### src/design/trp_pkg.sv
// shared types and constants for the touch report parser
// no dependencies; imported by every module of the block
package trp_pkg;

  localparam int BYTE_W     = 8;
  localparam int COORD_W    = 12;
  localparam int SCALE_W    = 16;
  localparam int PROD_W     = COORD_W + SCALE_W;
  localparam int LOW_W      = 7;
  localparam int HIGH_W     = COORD_W - LOW_W;
  localparam int CFG_IDX_W  = 3;
  localparam int CFG_DATA_W = 16;

  // header bytes
  localparam logic [BYTE_W-1:0] HDR_PRESS   = 8'h81;
  localparam logic [BYTE_W-1:0] HDR_RELEASE = 8'h80;

  // register indexes
  localparam logic [CFG_IDX_W-1:0] CFG_X_OFFSET = 3'd0;
  localparam logic [CFG_IDX_W-1:0] CFG_Y_OFFSET = 3'd1;
  localparam logic [CFG_IDX_W-1:0] CFG_X_RECIP  = 3'd2;
  localparam logic [CFG_IDX_W-1:0] CFG_Y_RECIP  = 3'd3;
  localparam logic [CFG_IDX_W-1:0] CFG_X_LIMIT  = 3'd4;
  localparam logic [CFG_IDX_W-1:0] CFG_Y_LIMIT  = 3'd5;

  // register reset values
  localparam logic [COORD_W-1:0] RST_X_OFFSET = 12'd108;
  localparam logic [COORD_W-1:0] RST_Y_OFFSET = 12'd260;
  localparam logic [SCALE_W-1:0] RST_X_RECIP  = 16'd13378;
  localparam logic [SCALE_W-1:0] RST_Y_RECIP  = 16'd8357;
  localparam logic [COORD_W-1:0] RST_X_LIMIT  = 12'd800;
  localparam logic [COORD_W-1:0] RST_Y_LIMIT  = 12'd480;

  typedef struct packed {
    logic [COORD_W-1:0] x_offset;
    logic [COORD_W-1:0] y_offset;
    logic [SCALE_W-1:0] x_scale_recip;
    logic [SCALE_W-1:0] y_scale_recip;
    logic [COORD_W-1:0] x_limit;
    logic [COORD_W-1:0] y_limit;
  } cfg_t;

  // one assembled report, raw coordinates
  typedef struct packed {
    logic               kind;
    logic [COORD_W-1:0] raw_x;
    logic [COORD_W-1:0] raw_y;
  } report_t;

  // stage load strobes shared by both calibration lanes
  typedef struct packed {
    logic prod_load;
    logic out_load;
  } pipe_ctrl_t;

endpackage

### src/design/touch_report_parser.sv
// touch report parser top level: framer, two calibration lanes, output stage
// one byte accepted per cycle while in_ready is high; a point becomes valid after its last
// byte is taken, through the report, product and result registers; the single multiply per lane
// sets the stage split; stalls on out_ready propagate back only to closing bytes
// synchronous reset clears phase, valid flags and restores calibration registers
// depends on trp_pkg, trp_cfg, trp_frame, trp_calib
module touch_report_parser (
  input  logic                          clk,
  input  logic                          rst,
  input  logic                          in_valid,
  output logic                          in_ready,
  input  logic [trp_pkg::BYTE_W-1:0]    rx_byte,
  output logic                          out_valid,
  input  logic                          out_ready,
  output logic                          is_press,
  output logic [trp_pkg::COORD_W-1:0]   x_pos,
  output logic [trp_pkg::COORD_W-1:0]   y_pos,
  input  logic                          cfg_wr_en,
  input  logic [trp_pkg::CFG_IDX_W-1:0] cfg_index,
  input  logic [trp_pkg::CFG_DATA_W-1:0] cfg_data
);
  import trp_pkg::*;

  cfg_t       cfg;
  report_t    rpt;
  pipe_ctrl_t ctrl;
  logic       rpt_valid;
  logic       prod_valid;
  logic       prod_kind;
  logic       out_room;
  logic       prod_room;

  trp_cfg u_cfg (
    .clk       (clk),
    .rst       (rst),
    .cfg_wr_en (cfg_wr_en),
    .cfg_index (cfg_index),
    .cfg_data  (cfg_data),
    .cfg       (cfg)
  );

  trp_frame u_frame (
    .clk        (clk),
    .rst        (rst),
    .in_valid   (in_valid),
    .in_ready   (in_ready),
    .rx_byte    (rx_byte),
    .down_ready (prod_room),
    .rpt_valid  (rpt_valid),
    .rpt        (rpt)
  );

  // stage advance: each stage moves when the next is empty or draining
  assign out_room       = !out_valid || out_ready;
  assign prod_room      = !prod_valid || out_room;
  assign ctrl.prod_load = rpt_valid && prod_room;
  assign ctrl.out_load  = prod_valid && out_room;

  trp_calib u_calib_x (
    .clk    (clk),
    .ctrl   (ctrl),
    .raw    (rpt.raw_x),
    .offset (cfg.x_offset),
    .recip  (cfg.x_scale_recip),
    .limit  (cfg.x_limit),
    .pos    (x_pos)
  );

  trp_calib u_calib_y (
    .clk    (clk),
    .ctrl   (ctrl),
    .raw    (rpt.raw_y),
    .offset (cfg.y_offset),
    .recip  (cfg.y_scale_recip),
    .limit  (cfg.y_limit),
    .pos    (y_pos)
  );

  // stage valid flags
  always_ff @(posedge clk) begin
    if (rst) begin
      prod_valid <= 1'b0;
      out_valid  <= 1'b0;
    end else begin
      if (prod_room) begin
        prod_valid <= rpt_valid;
      end
      if (out_room) begin
        out_valid <= prod_valid;
      end
    end
  end

  // report kind follows the lanes
  always_ff @(posedge clk) begin
    if (ctrl.prod_load) begin
      prod_kind <= rpt.kind;
    end
    if (ctrl.out_load) begin
      is_press <= prod_kind;
    end
  end

endmodule

### src/design/trp_cfg.sv
// calibration register file of the touch report parser
// depends on trp_pkg
module trp_cfg (
  input  logic                              clk,
  input  logic                              rst,
  input  logic                              cfg_wr_en,
  input  logic [trp_pkg::CFG_IDX_W-1:0]     cfg_index,
  input  logic [trp_pkg::CFG_DATA_W-1:0]    cfg_data,
  output trp_pkg::cfg_t                     cfg
);
  import trp_pkg::*;

  // register writes, bits beyond each width dropped
  always_ff @(posedge clk) begin
    if (rst) begin
      cfg.x_offset      <= RST_X_OFFSET;
      cfg.y_offset      <= RST_Y_OFFSET;
      cfg.x_scale_recip <= RST_X_RECIP;
      cfg.y_scale_recip <= RST_Y_RECIP;
      cfg.x_limit       <= RST_X_LIMIT;
      cfg.y_limit       <= RST_Y_LIMIT;
    end else if (cfg_wr_en) begin
      case (cfg_index)
        CFG_X_OFFSET: cfg.x_offset      <= cfg_data[COORD_W-1:0];
        CFG_Y_OFFSET: cfg.y_offset      <= cfg_data[COORD_W-1:0];
        CFG_X_RECIP:  cfg.x_scale_recip <= cfg_data[SCALE_W-1:0];
        CFG_Y_RECIP:  cfg.y_scale_recip <= cfg_data[SCALE_W-1:0];
        CFG_X_LIMIT:  cfg.x_limit       <= cfg_data[COORD_W-1:0];
        CFG_Y_LIMIT:  cfg.y_limit       <= cfg_data[COORD_W-1:0];
        default: ;
      endcase
    end
  end

endmodule

### src/design/trp_frame.sv
// byte framer: header detection and report assembly into a register
// depends on trp_pkg
module trp_frame (
  input  logic                          clk,
  input  logic                          rst,
  input  logic                          in_valid,
  output logic                          in_ready,
  input  logic [trp_pkg::BYTE_W-1:0]    rx_byte,
  input  logic                          down_ready,
  output logic                          rpt_valid,
  output trp_pkg::report_t              rpt
);
  import trp_pkg::*;

  typedef enum logic [2:0] {
    PH_IDLE = 3'd0,
    PH_XLO  = 3'd1,
    PH_XHI  = 3'd2,
    PH_YLO  = 3'd3,
    PH_YHI  = 3'd4
  } phase_t;

  phase_t              phase;
  logic                report_kind;
  logic [LOW_W-1:0]    x_low_bits;
  logic [HIGH_W-1:0]   x_high_bits;
  logic [LOW_W-1:0]    y_low_bits;
  logic                accept;

  // only the closing byte needs room in the report register
  assign in_ready = (phase != PH_YHI) || !rpt_valid || down_ready;
  assign accept   = in_valid && in_ready;

  // phase sequencer and report register
  always_ff @(posedge clk) begin
    if (rst) begin
      phase       <= PH_IDLE;
      report_kind <= 1'b0;
      x_low_bits  <= '0;
      x_high_bits <= '0;
      y_low_bits  <= '0;
      rpt_valid   <= 1'b0;
    end else begin
      if (accept && phase == PH_YHI) begin
        rpt_valid <= 1'b1;
      end else if (down_ready) begin
        rpt_valid <= 1'b0;
      end
      if (accept) begin
        case (phase)
          PH_XLO: begin
            x_low_bits <= rx_byte[LOW_W-1:0];
            phase      <= PH_XHI;
          end
          PH_XHI: begin
            x_high_bits <= rx_byte[HIGH_W-1:0];
            phase       <= PH_YLO;
          end
          PH_YLO: begin
            y_low_bits <= rx_byte[LOW_W-1:0];
            phase      <= PH_YHI;
          end
          PH_YHI: begin
            rpt.kind  <= report_kind;
            rpt.raw_x <= {x_high_bits, x_low_bits};
            rpt.raw_y <= {rx_byte[HIGH_W-1:0], y_low_bits};
            phase     <= PH_IDLE;
          end
          default: begin
            // idle, also any unused phase code
            phase <= PH_IDLE;
            if (rx_byte == HDR_PRESS) begin
              report_kind <= 1'b1;
              phase       <= PH_XLO;
            end else if (rx_byte == HDR_RELEASE) begin
              report_kind <= 1'b0;
              phase       <= PH_XLO;
            end
          end
        endcase
      end
    end
  end

endmodule

### src/design/trp_calib.sv
// one calibration lane: offset, clamp at zero, scale multiply, limit clamp
// depends on trp_pkg
module trp_calib (
  input  logic                          clk,
  input  trp_pkg::pipe_ctrl_t           ctrl,
  input  logic [trp_pkg::COORD_W-1:0]   raw,
  input  logic [trp_pkg::COORD_W-1:0]   offset,
  input  logic [trp_pkg::SCALE_W-1:0]   recip,
  input  logic [trp_pkg::COORD_W-1:0]   limit,
  output logic [trp_pkg::COORD_W-1:0]   pos
);
  import trp_pkg::*;

  logic [COORD_W-1:0] diff;
  logic [PROD_W-1:0]  prod;
  logic [PROD_W-1:0]  prod_next;
  logic [COORD_W-1:0] scaled;
  logic [COORD_W-1:0] pos_next;

  // offset removal clamped at zero, then the scale product
  assign diff      = (raw > offset) ? (raw - offset) : '0;
  assign prod_next = {{SCALE_W{1'b0}}, diff} * {{COORD_W{1'b0}}, recip};

  // drop the 16 fraction bits and clamp to the limit
  assign scaled   = prod[PROD_W-1 -: COORD_W];
  assign pos_next = (scaled > limit) ? limit : scaled;

  // product and result registers
  always_ff @(posedge clk) begin
    if (ctrl.prod_load) begin
      prod <= prod_next;
    end
    if (ctrl.out_load) begin
      pos <= pos_next;
    end
  end

endmodule

### config.mk
export PLATFORM = sky130hd
export DESIGN_NAME = touch_report_parser
export DESIGN_NICKNAME = d
export VERILOG_FILES = /design/src/design/trp_pkg.sv /design/src/design/touch_report_parser.sv /design/src/design/trp_cfg.sv /design/src/design/trp_frame.sv /design/src/design/trp_calib.sv
export SDC_FILE = /design/constraint.sdc
export NUM_CORES = 1
export LEC_CHECK = 0
export ABC_AREA = 1
export BUFFER_PORTS_ARGS = -buffer_cell sky130_fd_sc_hd__buf_2
export CAP_MARGIN = 20
export CELL_PAD_IN_SITES_DETAIL_PLACEMENT = 0
export CELL_PAD_IN_SITES_GLOBAL_PLACEMENT = 1
export CORE_MARGIN = 2
export CORE_UTILIZATION = 45
export DETAILED_ROUTE_END_ITERATION = 16
export GPL_ROUTABILITY_DRIVEN = 0
export PLACE_DENSITY_LB_ADDON = 0.25
export SYNTH_ARGS = -nofsm -noshare
export SYNTH_HDL_FRONTEND = slang
export SYNTH_SLANG_ARGS = --single-unit
### constraint.sdc
create_clock -name clk -period 5.8 [get_ports clk]
set_clock_uncertainty 0.1 [all_clocks]
set_input_delay 0.58 -clock clk [delete_from_list [all_inputs] [get_ports clk]]
set_output_delay 0.58 -clock clk [all_outputs]
set_load 0.03 [all_outputs]
==> results of run 1 <==
-- stage by stage --
stage	hold slack, ns	cell area (µm²)
2_1_floorplan	0.3003	20470
3_3_place_gp	0.3029	23180
3_5_place_dp	0.3045	23180
4_1_cts	0.2220	24900
5_1_grt	0.2235	25610
6_report	0.2506	25610
-- worst max-delay path: stages (launching register included) --
cell	delay, ns
sky130_fd_sc_hd__edfxtp_1	0.45
sky130_fd_sc_hd__ha_4	0.30
sky130_fd_sc_hd__a21oi_4	0.15
sky130_fd_sc_hd__o21ai_4	0.09
sky130_fd_sc_hd__nand2_2	0.08
sky130_fd_sc_hd__nand2_2	0.07
sky130_fd_sc_hd__a21oi_4	0.17
sky130_fd_sc_hd__buf_4	0.13
sky130_fd_sc_hd__or2_2	0.12
sky130_fd_sc_hd__nand3_4	0.11
sky130_fd_sc_hd__inv_6	0.11
sky130_fd_sc_hd__buf_4	0.13
sky130_fd_sc_hd__nand2_1	0.07
sky130_fd_sc_hd__fa_1	0.54
sky130_fd_sc_hd__inv_1	0.07
sky130_fd_sc_hd__fa_1	0.51
sky130_fd_sc_hd__fa_1	0.52
sky130_fd_sc_hd__fa_1	0.53
sky130_fd_sc_hd__inv_1	0.05
sky130_fd_sc_hd__fa_1	0.52
sky130_fd_sc_hd__inv_2	0.05
sky130_fd_sc_hd__ha_4	0.26
sky130_fd_sc_hd__nand4_1	0.16
sky130_fd_sc_hd__buf_4	0.15
sky130_fd_sc_hd__nor2_2	0.04
sky130_fd_sc_hd__a2111oi_2	0.31
sky130_fd_sc_hd__o21ai_1	0.13
sky130_fd_sc_hd__xor2_1	0.17
-- area by class of cell --
class / count / area (µm²)
Fill cell: 3982 / 18410
Multi-Input combinational cell: 1663 / 14850
Sequential cell: 181 / 4374
Timing Repair Buffer: 365 / 2903
Inverter: 551 / 2128
Tap cell: 592 / 740.7
Clock buffer: 18 / 439.2
Clock inverter: 14 / 153.9
Timing Repair inverter: 3 / 21.27
-- cells in the mapped netlist (all sizes together) --
library cell,instances,area (µm²)
a2111oi,6,52.55
a211oi,3,22.52
a21boi,1,7.510
a21o,4,30.03
a21oi,158,794.5
a311oi,1,8.760
a31o,1,8.760
a31oi,8,50.05
a32oi,1,8.760
buf,38,163.9
clkbuf,34,127.6
clkinv,1,3.750
dfxtp,106,2122
edfxtp,75,2252
fa,280,5605
ha,172,2152
inv,550,2064
nand2,497,1893
nand3,47,265.3
nand3b,2,15.01
nand4,8,50.05
nor2,250,975.9
nor3,29,155.2
nor4,3,18.77
o211ai,20,150.1
o21a,8,60.06
o21ai,127,639.4
o221a,1,11.26
o221ai,1,8.760
o2bb2ai,1,8.760
o31ai,1,7.510
or2,7,43.80
or3,1,6.260
xnor2,7,61.31
xor2,17,156.4
-- cells by family after synthesis --
logic type,count (synthesis),share of synthesized area
xor+xnor,24,0.01088
flops,181,0.2187
fa+ha+maj,452,0.3878
buf+inv,623,0.1180
compound gates,342,0.09346
simple gates,844,0.1712
-- registers in the layout (all words and copies together) (netlist names) --
name and cells:
u_frame.report_kind 1, u_frame.phase 3, u_calib_x.pos 12, out_valid 1, u_calib_x.prod 12, u_frame.x_low_bits 7, u_frame.rpt_valid 1, u_cfg.cfg 80
u_frame.x_high_bits 5, is_press 1, u_frame.y_low_bits 7, prod_valid 1, prod_kind 1, u_frame.rpt 25, u_calib_y.prod 12, u_calib_y.pos 12
-- routing by layer --
metal  part of all wire  track usage
met5                  0            0
met4              0.042       0.1148
met3              0.035      0.02873
met2               0.50       0.4491
met1               0.43       0.3248
-- report_power, final --
group          leakage, nW  internal, mW  switching (mW)
registers             1.52          1.43          0.0260
logic                 10.4          2.65            3.23
clock network        0.296         0.591           0.587
total                 12.2          4.67            3.84
-- how the worst max path moves through the flow --
stage               slack, ns                 end             from  depth (start not counted)
floorplan               -0.13  u_calib_x.prod[21]  u_frame.rpt[14]                         28
global placement        -0.54  u_calib_x.prod[23]  u_frame.rpt[12]                         27
detailed placement      -0.61  u_calib_x.prod[23]  u_frame.rpt[12]                         26
CTS                     -0.50  u_calib_x.prod[21]  u_frame.rpt[12]                         32
global route            -0.75  u_calib_x.prod[21]  u_frame.rpt[14]                         27
finish                  -0.53  u_calib_x.prod[21]  u_frame.rpt[14]                         27
-- repair_timing --
item,in CTS,in global routing
setup endpoints to repair,24,24
pin swaps,87,84
gates resized for setup,216,128
setup buffers,43,20
cloned,4,1
==> out/results.ini, run 1 <==
[run_status]
violations_in_the_final_reports = negative setup slack
status = finished with violations

[synth]
synth.ff_latch_count = 181
synth_area_mm2 = 0.02000
synth.yosys.seq_area_share = 0.2187
syn_nets = 2950
syn-mean-instance-area_um2 = 8.111
yosysUniqueCellTypes = 48
synth.yosys.warnings = 0
synthesis.instances = 2466

[worst_setup_path]
setup.worst_path.end_class = flip-flop
regToRegEndpoint = u_calib_x.prod[21]
setup.worst_path.start_class = flip-flop
critical_path_peak_fanout = 5
setup.worst_path.class = reg2reg
reg2reg_from = u_frame.rpt[14]
r2r.worst_path.cells = 27
critical_path_required_ns = 5.91
crit_arrival_ns = 6.44
r2r_slack_ns = -0.53

[route]
drt_drc_violations_left = 0
route.detailed.wl_per_inst_um = 16.98
routed_wirelength_um = 57530
drt-vias-per-instance = 5.046
postRouteAntennaNets = 0
dr_total_vias = 17090
dr.first_iter.drc_count = 991
firstDrtPassIters = 7

[die]
core_area_mm2 = 0.04403
die_w_um = 214.8
die_height_um = 214.8
die_area_mm2 = 0.04615
floorplan.initialDensity = 0.4543
number_of_rows_in_the_core_area = 77
num_io_pins = 59

[placed_design]
dpl.hpwl_um = 45120
buffer_ports.inserted = 58
post_placement_worst_setup_slack_ns = -0.6068
placed_cells = 3291

[cells_and_area]
num_antenna_cells = 0
final_common_cell = sky130_fd_sc_hd__inv_1
mostFrequentLayoutCells = 503 x sky130_fd_sc_hd__inv_1, 429 x sky130_fd_sc_hd__nand2_1, 263 x sky130_fd_sc_hd__buf_4, 259 x sky130_fd_sc_hd__fa_1, 199 x sky130_fd_sc_hd__nor2_1
final_core_util = 0.5818
area_growth_pct = 28.06
final_layout_size_suffix_gt1_frac = 0.2633
final_cell_count_no_fill = 3387
nNetsFinal = 3266

[hold_path]
holdCritPathClass = in2reg
whs_path_depth = 1
hold_end = u_frame.rpt[9]
worstHoldStart = rx_byte[2]

[sta]
finalCritPeriodShare = 1.092
totalNegativeSetupSlack_ns = -9.008
grt_setup_unrepaired = yes
final_report_setup_violation_count = 24
postLayoutSetupSlackWorst_ns = -0.5314
timing.fmax_mhz = 157.9
final-hold-violation-count = 0
timing.max_slew.rel_slack = 0.3366
post-route-min-period_ns = 6.331
slew_viol_final = 0
worst_pin_slew_ns = 0.9951

[flow_run]
drv_cap = 0

[clocking]
ctsRootBufferMaster = sky130_fd_sc_hd__clkbuf_16
numCtsBuffers = 17
worst_skew_pair.late_latency_ns = 0.46
htreeDepth = 4
tritoncts = done
ctsHoldBuffers = 0
numClockSinks = 181
cts.path.max_buffers = 2
worst_setup_hold_path_clk_slew_ns = 0.08

[global_route]
first_global_vias = 18300
grt_max_degree = 55
grt_total_ovfl = 0
antenna_violations_before_repair = 0
grt_usage = 0.2584
grt_first_pass_wirelength_um = 94540

[power_and_ir_drop]
finalPower_mw = 8.512
leakage_nw = 12.22
vdd.ir_drop.worst_mv = 0.3211
power.density_cell_area_mw_per_mm2 = 332.3

Power figures use the tool's default switching activity.
==> inputs of run 2 (changes only) <==
- CAP_MARGIN: 20 -> default
- CTS_BUF_LIST: default -> sky130_fd_sc_hd__clkbuf_8
==> run 2 against run 1 <==
Compared with the run above: the flow still finishes with violations (negative setup slack); critical path depth up 3; sequential cell count unchanged; utilization up 0.55 points; routed wire length up 0.30%; non-clock buffer count up 16; combinational power up 6.0%; die area unchanged; clock power down 25%; via count up 0.28%; sequential power about the same; largest cell class unchanged; critical endpoint is now u_calib_x.prod[23].
==> out/results.ini, run 2 (synthesized netlist as in run 1, its figures left out) <==
[die]
floorplan.initialDensity = 0.4543
die_area_mm2 = 0.04615
core_area_mm2 = 0.04403
number_of_rows_in_the_core_area = 77
die_height_um = 214.8
die_w_um = 214.8
num_io_pins = 59

[route]
drt_drc_violations_left = 0
routed_wirelength_um = 57700
drt-vias-per-instance = 5.034
dr_total_vias = 17140
firstDrtPassIters = 7
dr.first_iter.drc_count = 987
route.detailed.wl_per_inst_um = 16.95
postRouteAntennaNets = 0

[sta]
timing.max_slew.rel_slack = 0.3243
timing.fmax_mhz = 157.6
worst_pin_slew_ns = 1.011
slew_viol_final = 0
post-route-min-period_ns = 6.344
finalCritPeriodShare = 1.094
worst_hold_slack_ns = 0.1833
final-hold-violation-count = 0
totalNegativeSetupSlack_ns = -9.799
final_report_setup_violation_count = 24
postLayoutSetupSlackWorst_ns = -0.5441
grt_setup_unrepaired = yes

[power_and_ir_drop]
p_clk_frac = 0.104
power.density_cell_area_mw_per_mm2 = 331.4
power_frac_seq = 0.170
p_int_mw = 4.611
netSwitchingPower_mw = 3.958
switching_share = 0.4619
share_comb_of_total_power = 0.727
leakage_nw = 12.23
vdd.ir_drop.worst_mv = 0.3704

[clocking]
tritoncts = done
numCtsBuffers = 17
worst_setup_hold_path_clk_slew_ns = 0.11
htreeDepth = 4
ctsHoldBuffers = 0
numClockSinks = 181
cts.path.max_buffers = 2
ctsRootBufferMaster = sky130_fd_sc_hd__clkbuf_8
worst_skew_pair.late_latency_ns = 0.52

[global_route]
grt_usage = 0.2570
antenna_violations_before_repair = 1
first_global_vias = 18210
grt_total_ovfl = 0
grt_first_pass_wirelength_um = 93870
grt_max_degree = 55

[worst_setup_path]
critical_path_required_ns = 6.03
setup.worst_path.class = reg2reg
critical_path.most_common_cell = sky130_fd_sc_hd__fa_1
setup.worst_path.end_class = flip-flop
setup.worst_path.start_class = flip-flop
critical_path_peak_fanout = 4
max_stage_delay_ns = 0.53
crit_arrival_ns = 6.58
critical-path-slowest-cell = sky130_fd_sc_hd__fa_1

[cells_and_area]
mostFrequentLayoutCells = 487 x sky130_fd_sc_hd__inv_1, 423 x sky130_fd_sc_hd__nand2_1, 265 x sky130_fd_sc_hd__buf_4, 248 x sky130_fd_sc_hd__fa_1, 186 x sky130_fd_sc_hd__nor2_1
final_cell_count_no_fill = 3404
final_layout_size_suffix_gt1_frac = 0.2878
top_register = u_cfg.cfg
nNetsFinal = 3282
final_core_util = 0.5873
final_common_cell = sky130_fd_sc_hd__inv_1
area_growth_pct = 29.28
largest_reg_flops = 80
largestRegisters = u_cfg.cfg: 80 flops, u_frame.rpt: 25 flops

[hold_path]
holdCritPathClass = in2reg

[placed_design]
placed_cells = 3291
buffer_ports.inserted = 58
dpl.hpwl_um = 45120

[run_status]
violations_in_the_final_reports = negative setup slack
status = finished with violations

[flow_run]
drv_cap = 0

-- run 2: cell types whose count changed in the layout (fill, tap and decap cells not counted), sizes merged --
cell / previous run / this run
buf: 365 / 381
clkinv: 6 / 8
diode: 0 / 1
inv: 562 / 560
-- run 2: final timing paths --
path | depth (start not counted) | slack, ns | end | start
hold reg to reg | 0 | 0.33 | prod_kind | u_frame.rpt[24]
hold / removal | 1 | 0.18 | u_frame.rpt[9] | rx_byte[2]
setup / recovery | 30 | -0.54 | u_calib_x.prod[23] | u_frame.rpt[14]
setup reg to reg | 30 | -0.54 | u_calib_x.prod[23] | u_frame.rpt[14]
-- run 2: per-stage QoR --
step	area, µm²	total power, mW	worst slack [ns]
final	25860	8.569	-0.5441
after floorplan	20470	4.336	-0.1345
after CTS	24730	7.651	-0.4488
after global placement	23180	5.900	-0.5394
after detailed placement	23180	5.935	-0.6068
after global routing	25860	9.222	-0.7667
-- run 2: area by class of cell --
cell class	count	area, µm²
diodes	1	2.502
clock buffers	18	247.7
clock inverters	14	153.9
fillers	3954	18170
inverters	551	2133
multi-input cells	1663	15080
flip-flops and latches	181	4375
well taps	592	740.7
repair buffers	381	3098
repair inverters	3	23.77
-- run 2: power by group through the flow --
stage | clock network [mW] | registers [mW] | logic [mW]
final | 0.887 | 1.45 | 6.23
after global routing | 0.956 | 1.46 | 6.81
after floorplan | 0 | 1.46 | 2.87
after detailed placement | 0 | 1.48 | 4.45
after global placement | 0 | 1.48 | 4.42
after CTS | 0.909 | 1.45 | 5.29
-- run 2: layer usage --
metal / GRT usage / vias to the layer above / part of all wire
met5: 0 / - / 0
met2: 0.4531 / 375 / 0.50
met4: 0.1130 / 0 / 0.044
li1: - / 8253 / -
met1: 0.3193 / 8401 / 0.42
met3: 0.02675 / 108 / 0.036
-- run 2: worst max-delay path, delay by kind of cell (launching register included) --
| family | cells | cell delay (ns) |
|---|---|---|
| compound gates | 6 | 0.62 |
| flops | 1 | 0.45 |
| buf+inv | 6 | 0.54 |
| simple gates | 9 | 0.97 |
| fa+ha+maj | 7 | 3.12 |
| xor+xnor | 2 | 0.37 |
-- run 2: what timing repair did --
| item | in CTS | in global routing |
|---|---|---|
| resized for setup | 216 | 221 |
| endpoints found under the setup margin | 24 | 24 |
| pin swaps | 78 | 130 |
| gates cloned | 3 | 1 |
| buffers inserted | 46 | 35 |
